## src/rtl/core/mtd_pkg.sv

```systemverilog
`timescale 1ns / 1ps
`default_nettype none
// ----------------------------------------------------------------------------
// mtd_pkg
// Types, character codes and the successor tree ROM shared by the decoder.
// ----------------------------------------------------------------------------
package mtd_pkg;

    localparam int NODE_W      = 5;
    localparam int CHAR_W      = 8;
    localparam int KIND_W      = 2;
    localparam int QUEUE_DEPTH = 4;
    localparam int QPTR_W      = $clog2(QUEUE_DEPTH);
    localparam int QCNT_W      = QPTR_W + 1;

    localparam logic [NODE_W-1:0] ROOT_NODE = 5'd0;
    localparam logic [NODE_W-1:0] SINK_NODE = 5'd27;

    localparam logic [CHAR_W-1:0] LETTER_BASE = 8'd64;
    localparam logic [CHAR_W-1:0] CHR_DOT     = 8'h2E;
    localparam logic [CHAR_W-1:0] CHR_DASH    = 8'h2D;
    localparam logic [CHAR_W-1:0] CHR_BANG    = 8'h21;
    localparam logic [CHAR_W-1:0] CHR_QMARK   = 8'h3F;
    localparam logic [CHAR_W-1:0] CHR_CLEAR   = 8'h43;
    localparam logic [CHAR_W-1:0] CHR_APOS    = 8'h27;
    localparam logic [CHAR_W-1:0] CHR_DQUOTE  = 8'h22;
    localparam logic [CHAR_W-1:0] CHR_SPACE   = 8'h20;
    localparam logic [CHAR_W-1:0] CHR_NONE    = 8'h00;

    typedef enum logic [KIND_W-1:0] {
        KIND_PREVIEW = 2'd0,
        KIND_COMMIT  = 2'd1,
        KIND_CLEAR   = 2'd2
    } kind_t;

    typedef struct packed {
        logic [CHAR_W-1:0] character;
        logic [KIND_W-1:0] kind;
        logic              last;
    } res_t;

    // one decode step: a push flag plus up to two results
    typedef struct packed {
        logic              push;
        logic              two;
        res_t              r0;
        res_t              r1;
    } step_t;

    // {dot successor, dash successor}
    function automatic logic [2*NODE_W-1:0] mtd_succ_pair(input logic [NODE_W-1:0] node);
        logic [2*NODE_W-1:0] pair;
        begin
            case (node)
                5'd0:    pair = {5'd5,  5'd20};
                5'd1:    pair = {5'd18, 5'd23};
                5'd4:    pair = {5'd2,  5'd24};
                5'd5:    pair = {5'd9,  5'd1};
                5'd7:    pair = {5'd26, 5'd17};
                5'd9:    pair = {5'd19, 5'd21};
                5'd11:   pair = {5'd3,  5'd25};
                5'd13:   pair = {5'd7,  5'd15};
                5'd14:   pair = {5'd4,  5'd11};
                5'd18:   pair = {5'd12, 5'd27};
                5'd19:   pair = {5'd8,  5'd22};
                5'd20:   pair = {5'd14, 5'd13};
                5'd21:   pair = {5'd6,  5'd27};
                5'd23:   pair = {5'd16, 5'd10};
                default: pair = {SINK_NODE, SINK_NODE};
            endcase
            return pair;
        end
    endfunction

    function automatic logic [CHAR_W-1:0] mtd_pending(input logic [NODE_W-1:0] node);
        logic [CHAR_W-1:0] ch;
        begin
            if (node == ROOT_NODE)
                ch = CHR_BANG;
            else if (node >= SINK_NODE)
                ch = CHR_QMARK;
            else
                ch = LETTER_BASE + {{(CHAR_W-NODE_W){1'b0}}, node};
            return ch;
        end
    endfunction

endpackage
`default_nettype wire

```

## src/rtl/core/mtd_sym_if.sv

```systemverilog
`timescale 1ns / 1ps
`default_nettype none
// ----------------------------------------------------------------------------
// mtd_sym_if
// Valid/ready channel carrying one Morse symbol byte per transaction.
// ----------------------------------------------------------------------------
interface mtd_sym_if;
    logic       valid;
    logic       ready;
    logic [7:0] symbol;

    modport source (output valid, output symbol, input ready);
    modport sink   (input valid, input symbol, output ready);
endinterface
`default_nettype wire

```

## src/rtl/core/mtd_res_if.sv

```systemverilog
`timescale 1ns / 1ps
`default_nettype none
// ----------------------------------------------------------------------------
// mtd_res_if
// Valid/ready channel carrying one decoded result per transaction.
// ----------------------------------------------------------------------------
interface mtd_res_if;
    logic       valid;
    logic       ready;
    logic [7:0] character;
    logic [1:0] kind;
    logic       last;

    modport source (output valid, output character, output kind, output last, input ready);
    modport sink   (input valid, input character, input kind, input last, output ready);
endinterface
`default_nettype wire

```

## src/rtl/core/mtd_step.sv

```systemverilog
`timescale 1ns / 1ps
`default_nettype none
// ----------------------------------------------------------------------------
// mtd_step
// Decode one symbol against the current node: results and next node.
// ----------------------------------------------------------------------------
module mtd_step (
    input  wire logic [7:0]          symbol,
    input  wire logic [4:0]          node,
    output      mtd_pkg::step_t      step,
    output      logic [4:0]          node_next
);
    import mtd_pkg::*;

    logic [2*NODE_W-1:0] pair;

    assign pair = mtd_succ_pair(node);

    always_comb
    begin
        step           = '0;
        step.push      = 1'b1;
        step.r0.last   = 1'b1;
        step.r0.kind   = KIND_PREVIEW;
        node_next      = ROOT_NODE;
        case (symbol)
            CHR_CLEAR:
            begin
                step.r0.character = CHR_NONE;
                step.r0.kind      = KIND_CLEAR;
            end
            CHR_APOS:
            begin
                step.r0.character = mtd_pending(node);
                step.r0.kind      = KIND_COMMIT;
            end
            CHR_DQUOTE:
            begin
                step.two          = 1'b1;
                step.r0.character = mtd_pending(node);
                step.r0.kind      = KIND_COMMIT;
                step.r0.last      = 1'b0;
                step.r1.character = CHR_SPACE;
                step.r1.kind      = KIND_COMMIT;
                step.r1.last      = 1'b1;
            end
            CHR_DOT:
            begin
                node_next         = pair[2*NODE_W-1:NODE_W];
                step.r0.character = mtd_pending(pair[2*NODE_W-1:NODE_W]);
            end
            CHR_DASH:
            begin
                node_next         = pair[NODE_W-1:0];
                step.r0.character = mtd_pending(pair[NODE_W-1:0]);
            end
            default:
            begin
                node_next         = SINK_NODE;
                step.r0.character = CHR_QMARK;
            end
        endcase
    end

endmodule
`default_nettype wire

```

## src/rtl/core/mtd_res_queue.sv

```systemverilog
`timescale 1ns / 1ps
`default_nettype none
// ----------------------------------------------------------------------------
// mtd_res_queue
// Small result queue: takes one or two results per cycle, gives one.
// ----------------------------------------------------------------------------
module mtd_res_queue (
    input  wire logic           clk,
    input  wire logic           rst_n,
    input  wire mtd_pkg::step_t step,
    output      logic           room,
    output      logic           head_valid,
    output      mtd_pkg::res_t  head,
    input  wire logic           pop
);
    import mtd_pkg::*;

    res_t              mem [QUEUE_DEPTH];
    logic [QPTR_W-1:0] wr_ptr_reg;
    logic [QPTR_W-1:0] wr_ptr_next;
    logic [QPTR_W-1:0] rd_ptr_reg;
    logic [QPTR_W-1:0] rd_ptr_next;
    logic [QCNT_W-1:0] count_reg;
    logic [QCNT_W-1:0] count_next;
    logic              do_pop;
    logic [QPTR_W-1:0] wr_ptr_inc;

    // two free entries needed, regardless of this cycle's pop
    assign room       = (count_reg <= QCNT_W'(QUEUE_DEPTH - 2));
    assign head_valid = (count_reg != '0);
    assign head       = mem[rd_ptr_reg];
    assign do_pop     = pop & head_valid;
    assign wr_ptr_inc = wr_ptr_reg + QPTR_W'(1);

    always_comb
    begin
        wr_ptr_next = wr_ptr_reg;
        if (step.push)
            wr_ptr_next = step.two ? (wr_ptr_reg + QPTR_W'(2)) : wr_ptr_inc;
        rd_ptr_next = do_pop ? (rd_ptr_reg + QPTR_W'(1)) : rd_ptr_reg;
        count_next  = count_reg
                    + QCNT_W'(step.push)
                    + QCNT_W'(step.push & step.two)
                    - QCNT_W'(do_pop);
    end

    always_ff @(posedge clk)
    begin
        if (step.push)
        begin
            mem[wr_ptr_reg] <= step.r0;
            if (step.two)
                mem[wr_ptr_inc] <= step.r1;
        end
    end

    always_ff @(posedge clk or negedge rst_n)
    begin
        if (!rst_n)
        begin
            wr_ptr_reg <= '0;
            rd_ptr_reg <= '0;
            count_reg  <= '0;
        end
        else
        begin
            wr_ptr_reg <= wr_ptr_next;
            rd_ptr_reg <= rd_ptr_next;
            count_reg  <= count_next;
        end
    end

endmodule
`default_nettype wire

```

## src/rtl/core/morse_tree_decoder_core.sv

```systemverilog
`timescale 1ns / 1ps
`default_nettype none
// ----------------------------------------------------------------------------
// morse_tree_decoder_core
// Morse decoder walking a 28-node (dot, dash) successor tree.
// ----------------------------------------------------------------------------
// Usage:
//   symbols : sink channel, one ASCII symbol byte per transaction
//             ('.', '-', apostrophe, double quote, 'C'; anything else is an
//             error symbol that drops the walk into the sink node).
//   results : source channel, one result per transaction (character, kind,
//             last). A double quote yields two results, everything else one.
//   Output  : results are offered from the registered result queue, oldest first.
//   Throughput: one symbol per cycle while the queue has room; a double
//             quote's two results leave one at a time by the queue's read port.
//   Stalls  : results wait in a 4-entry queue. symbols.ready stays high
//             while at least two entries are free, so the input keeps moving
//             while a result waits to be taken.
//   Reset   : node returns to the root (pending character '!') and the
//             queue empties.
// ----------------------------------------------------------------------------
module morse_tree_decoder_core (
    input  wire logic clk,
    input  wire logic rst_n,
    mtd_sym_if.sink   symbols,
    mtd_res_if.source results
);
    import mtd_pkg::*;

    logic [NODE_W-1:0] node_reg;
    logic [NODE_W-1:0] node_next;
    logic [NODE_W-1:0] node_step;
    step_t             step_raw;
    step_t             step;
    logic              room;
    logic              accept;
    res_t              head;

    assign symbols.ready = room;
    assign accept        = symbols.valid & room;

    // tree lookup on the incoming symbol against the current node
    mtd_step u_step (
        .symbol    (symbols.symbol),
        .node      (node_reg),
        .step      (step_raw),
        .node_next (node_step)
    );

    // only an accepted transaction pushes results
    always_comb
    begin
        step      = step_raw;
        step.push = accept;
        node_next = accept ? node_step : node_reg;
    end

    always_ff @(posedge clk or negedge rst_n)
    begin
        if (!rst_n)
            node_reg <= ROOT_NODE;
        else
            node_reg <= node_next;
    end

    // result register stage / skid queue
    mtd_res_queue u_queue (
        .clk        (clk),
        .rst_n      (rst_n),
        .step       (step),
        .room       (room),
        .head_valid (results.valid),
        .head       (head),
        .pop        (results.ready)
    );

    assign results.character = head.character;
    assign results.kind      = head.kind;
    assign results.last      = head.last;

endmodule
`default_nettype wire

```

## src/flat_wrapper.sv

```systemverilog
// flat-port wrapper written by rule: the top's interface ports become plain ports
module morse_tree_decoder_core_flat import mtd_pkg::*;
  (clk, rst_n, symbols_valid, symbols_symbol, symbols_ready, results_valid, results_character, results_kind, results_last, results_ready);
  mtd_sym_if symbols_i ();
  mtd_res_if results_i ();
  input  wire logic clk;
  input  wire logic rst_n;
  input wire logic [$bits(symbols_i.valid)-1:0] symbols_valid;
  input wire logic [$bits(symbols_i.symbol)-1:0] symbols_symbol;
  output wire logic [$bits(symbols_i.ready)-1:0] symbols_ready;
  output wire logic [$bits(results_i.valid)-1:0] results_valid;
  output wire logic [$bits(results_i.character)-1:0] results_character;
  output wire logic [$bits(results_i.kind)-1:0] results_kind;
  output wire logic [$bits(results_i.last)-1:0] results_last;
  input wire logic [$bits(results_i.ready)-1:0] results_ready;
  assign symbols_i.valid = symbols_valid;
  assign symbols_i.symbol = symbols_symbol;
  assign symbols_ready = symbols_i.ready;
  assign results_valid = results_i.valid;
  assign results_character = results_i.character;
  assign results_kind = results_i.kind;
  assign results_last = results_i.last;
  assign results_i.ready = results_ready;
  morse_tree_decoder_core u_core (.clk(clk), .rst_n(rst_n), .symbols(symbols_i), .results(results_i));
endmodule
```

## config.mk

```make
export PLATFORM = sky130hd
export DESIGN_NAME = morse_tree_decoder_core_flat
export DESIGN_NICKNAME = d
export VERILOG_FILES = /design/src/rtl/core/mtd_pkg.sv /design/src/rtl/core/mtd_sym_if.sv /design/src/rtl/core/mtd_res_if.sv /design/src/rtl/core/mtd_step.sv /design/src/rtl/core/mtd_res_queue.sv /design/src/rtl/core/morse_tree_decoder_core.sv /design/src/flat_wrapper.sv
export SDC_FILE = /design/constraint.sdc
export NUM_CORES = 1
export LEC_CHECK = 0
export BUFFER_PORTS_ARGS = -buffer_cell sky130_fd_sc_hd__buf_4
export CORE_MARGIN = 3
export CORE_UTILIZATION = 50
export CTS_CLUSTER_DIAMETER = 150
export CTS_CLUSTER_SIZE = 14
export DETAILED_ROUTE_END_ITERATION = 10
export PLACE_DENSITY = 0.7
export SLEW_MARGIN = 20
export SYNTH_ARGS = -nofsm -noshare
export SYNTH_HDL_FRONTEND = slang
export SYNTH_SLANG_ARGS = --single-unit
```

## constraint.sdc

```tcl
create_clock -name clk -period 2.9 [get_ports clk]
set_input_delay 0.58 -clock clk [delete_from_list [all_inputs] [get_ports clk]]
set_output_delay 0.58 -clock clk [all_outputs]
set_load 0.005 [all_outputs]
```

After elaboration in Yosys (flattened, before gate mapping)
Memory sizes are Yosys's and may differ from the RTL's. Index checks and enable logic that the tools add are counted.

Reductions and logical operators: 6. $lt $le $gt $ge: 4. $add $sub $neg: 9. Div/mod/pow operators: 0. Multiply operators: 0. Mux-type cells: 17. Shift operators: 0. Eq/ne operators: 5. Bitwise logic cells: 3.

Operators with widths (count): 8-bit 2-to-1 mux (6); 8-bit by 6-bit == test with 1-bit output, second input constant (4); 8-bit one-hot mux with 4 select lines (1); 7-bit by 5-bit adder with 8-bit output, first input constant (3); 5-bit >= comparator, second input constant (3); 5-bit zero test (3); 5-bit one-hot mux with 3 select lines (1); 12-bit 2-to-1 mux (1); 8-bit by 7-bit == test with 1-bit output, second input constant (1); 3-bit by 1-bit adder with 3-bit output (2); 1-bit 2-to-1 mux (6); 2-bit by 1-bit adder with 2-bit output, second input constant (2); 2-bit one-hot mux with 2 select lines (1); 1-bit bitwise AND (3); 3-bit by 2-bit <= comparator with 1-bit output, second input constant (1); 3-bit nonzero test (1); 3-bit OR reduction (1); 3-bit by 1-bit subtractor with 3-bit output (1); 2-bit adder, second input constant (1); 2-bit 2-to-1 mux (1); 2-bit OR reduction (1).

Memory bits (writable): 44. Latch bits: 0. Memory bits (read-only): 320. Memories kept: 2. Logic and storage cells: 50. Output and inout bits: 13. Bits of input ports: 12. Register bits after elaboration: 12.

Memory list: (no name shown) (depth 32, width 10, read ports 1, clocked after memory_dff 0, wr ports 0, line mtd_pkg.sv:54) `case (node)`; u_core.u_queue.mem (depth 4, width 11, read ports 1, clocked after memory_dff 0, wr ports 2, line mtd_res_queue.sv:18) `res_t mem [QUEUE_DEPTH];`.

Logic depth before layout (Yosys ltp)
Depth after elaboration: 5. Gate-level depth with buffers: 11.

Cells and area by module
A second synthesis with hierarchy kept.

Cells, all modules: 319. Area, all modules: 4091.4 µm².

By module, submodules not included: mtd_res_queue (seq. area each 1496.4 µm², cells an instance 156, instances 1, area an instance 2778.9 µm²); mtd_step (seq. area each 0.0 µm², cells an instance 151, instances 1, area an instance 1097.3 µm²); morse_tree_decoder_core (seq. area each 125.1 µm², cells an instance 12, instances 1, area an instance 215.2 µm²).

Least setup slack after synthesis
Ideal clock, no wire load.

Path kind: flip-flop to flip-flop. Start: register u_core.node_reg[1]. End: memory u_core.u_queue.mem[0][9] in the netlist's numbering. Path slack: 0.322 ns. Data required time: 2.772 ns. Arrival: 2.449 ns. Buffers on the path: 0. Clock period less this slack: 2.578 ns. Cell stages (with the launch flop): 9. Path through: dfrtp_1 inv_1 ha_1 nand2b_1 a311o_2 a2111oi_2 nand3_1 a221oi_1 a211oi_1.

RTL lines: start, declared (line morse_tree_decoder_core.sv:30) `logic [NODE_W-1:0] node_reg;`; start signal, assigned (line morse_tree_decoder_core.sv:63) `node_reg <= node_next;`; end, declared (line mtd_res_queue.sv:18).

==> summary.txt <==
Yosys
  – Post-synthesis sequential area ratio: 33.8%
  – Main flop type after synthesis: dfxtp_1
  – FFs w/ async S/R, synth: 23.1%
  – Mapped Avg Cell Area: 9.65 sq um
  – Distinct cells, synth: 78
  – Dominant cells by area after synthesis: dfxtp_1, edfxtp_1, dfrtp_1
  – Mapped Cells: 375
  – Syn_nets: 405
  – Post-synth EDFFs: 12
  – Synthesis-stage register bit count: 52
  – Top cell type's share of synthesized area: 15.5%
  – Yosys top cell by area: dfxtp_1
  – Synthesized cell area: 0.00362 sq mm
  – Syn. warnings: 0

Cells and area
  – Layout Nets: 431
  – Most common cell after layout, fill and taps aside: buf_4
  – Ant diodes: 0
  – Max reg flops: 40
  – Share of layout cells above drive strength 1: 22.1%
  – Area Growth Syn to Fin: 10.7%
  – Final Instance Count excl. Fillers: 498
  – Leading cell types in the layout, fill and taps excluded: buf_4, nand2_1, dfxtp_1
  – FILL cells: 644

GRT
  – Pin count of the biggest net entering global routing: 22
  – Vias in the first global route: 2,941
  – Remaining global-route overflow: 0
  – Initial antenna violation count: 0
  – Total track usage: 22.7%
  – First-pass GRT wire length: 15,200 microns

Pwr
  – Peak supply drop: 0.681 mV
  – Leak: 1.62 nW
  – Total Power: 4.01 mW
  – Pwr dens: 1000 mW/mm^2

Floorplan
  – Initial Utilization: 52.4%
  – Chip height: 91.1 microns
  – # IOs: 25
  – CORE AREA: 0.00691 sq mm
  – Die W: 91.1 microns
  – Die ar.: 0.00829 sq mm
  – FP Rows: 30

Detailed routing
  – # DRC: 0
  – Drt wl/cell: 18.8 microns
  – Vias/cell: 6.39
  – Drt total wl: 9370 microns
  – DR vias: 3,182
  – DRT Pass-1 Iters: 5
  – 1st-iter DRT viols: 264
  – ANT nets after route: 0

Setup path
  – Max Fanout on Critical Path: 8
  – CP Capture Type: register
  – Worst setup SP type: register
  – R2r setup slk: 0.13 ns
  – CP Cell Sequence: inv_1 > ha_1 > nand2b_1 > a311o_2 > a2111oi_2 > a41oi_2 > a31oi_1
  – Critical path type: register to register
  – Critical path data required time: 3.04 ns
  – Crit path largest cell delay: 0.51 ns
  – CP arrival: 2.91 ns
  – Slowest cell on crit path: a2111oi_2

STA
  – Clk_skew: 0.0101 ns
  – Worst slew margin: 56.3%
  – F_max: 0.361 GHz
  – Fin Setup TNS: 0 ns
  – Setup ws final: 0.127 ns
  – Final hold violation count: 0
  – Period minus WS final: 2.77 ns
  – Final setup vio count: 0
  – Slew @ Worst Pin: 0.656 ns
  – Fin crit share: 95.6%
  – Pins Over Slew Limit: 0
  – Final hold slack: 0.0982 ns
  – Unrepaired setup endpoints after global routing: no

Clock tree
  – Post_cts resized: 0
  – Postcts setup bufs: 0
  – Hold Buf Count CTS: 0
  – CTS tree: done
  – CTS H-tree lvls: 2
  – Clock sink total: 52
  – Clock Pin Slew Worst Setup and Hold Paths: 0.09 ns
  – Num CTS Buffers: 5
  – Clk_lat worst skew: 0.30 ns
  – CTS Root Cell: clkbuf_8
  – Clock tree buffer depth: 2

Place
  – DP Wirelength: 7210 microns
  – PortBufs: 23
  – Inst Count DP: 490
  – GP Congestion: 0.950
  – Dpl ws: 0.0406 ns

Status
  – Status: complete, no violations

Min path
  – Worst hold-check path type: primary input to async pin

Run
  – Max-Cap Viols: 0
-- critical path: cells and delay by family, from the launching register on --
| kind | cells | cell delay (ns) |
|---|---|---|
| simple gates | 1 | 0.17 |
| fa+ha+maj | 1 | 0.33 |
| buf+inv | 1 | 0.16 |
| compound gates | 4 | 1.56 |
| flops | 1 | 0.38 |
-- cell type report --
cell class | instances | area, sq um | share of cell area, %
well taps | 96 | 120 | 3.00
repair buffers | 42 | 315 | 7.87
clock buffers | 8 | 100 | 2.50
inverters | 17 | 63.8 | 1.59
flip-flops and latches | 52 | 1220 | 30.5
multi-input cells | 283 | 2180 | 54.5
-- synth_stat cells (all sizes together), types with 2 or more instances --
cell / count
a22o: 13
clkbuf: 11
buf: 11
a41oi: 5
o2bb2ai: 2
edfxtp: 12
nand4b: 2
dfrtp: 12
fa: 2
mux2i: 7
or2: 7
nor2: 17
nand2: 35
and3: 8
o31ai: 3
or2b: 2
inv: 17
a2111oi: 6
nor3: 5
nand3: 16
ha: 16
a31oi: 7
o22ai: 2
dfxtp: 28
o41ai: 2
a21oi: 21
and2: 2
or3: 4
o21ai: 25
nor3b: 2
nand2b: 7
a211oi: 7
nor4b: 2
a211o: 2
nor2b: 5
a221oi: 9
mux4: 10
xnor2: 4
-- through the flow --
step / utilization [%] / instance area [sq um]
CTS: 57.8 / 3990
global placement: 56.4 / 3890
finish: 58.0 / 4010
floorplan: - / 3620
detailed placement: 56.4 / 3890
global route: 58.0 / 4010
-- power by group --
part           switching [mW]  internal (mW)  total [mW]
sequential              0.277           1.01        1.28
clock                   0.231          0.218       0.449
combinational            1.20           1.08        2.28
-- logic make-up (layout without fill, tap and decap cells) --
family	Yosys count	count (layout)	share of synthesized area (%)
AO/OA/AOI/OAI	121	121	24.9
XOR/XNOR	5	5	1.21
adder cells (fa/ha/maj)	18	18	6.64
buffers and inverters	40	67	6.19
flip-flops	52	52	33.8
multiplexers	18	18	8.47
other	1	1	0.104
AND/OR/NAND/NOR	120	120	18.7
-- metal layers --
layer	GRT usage [%]	wire, microns	vias up
li1	-	-	1477
met1	32.3	4190	1531
met2	35.7	4260	155
met3	4.81	758	19
met4	4.52	165	0
met5	0	0	-
-- final timing paths --
check / startpoint / to / cells past startpoint
max: u_core.node_reg[1]$_DFFE_PN0P_ / u_core.u_queue.mem[3][8]$_DFFE_PP_ / 7
min: rst_n / u_core.u_queue.wr_ptr_reg[1]$_DFFE_PN0P_ / 1
max in group asynchronous: rst_n / u_core.node_reg[2]$_DFFE_PN0P_ / 1
min reg2reg: u_core.u_queue.mem[0][5]$_SDFFE_PP0P_ / u_core.u_queue.mem[0][5]$_SDFFE_PP0P_ / 2
max reg2reg: u_core.node_reg[1]$_DFFE_PN0P_ / u_core.u_queue.mem[3][8]$_DFFE_PP_ / 7
min in group clk: u_core.u_queue.mem[0][5]$_SDFFE_PP0P_ / u_core.u_queue.mem[0][5]$_SDFFE_PP0P_ / 2
(Power assumes the default switching activity.)
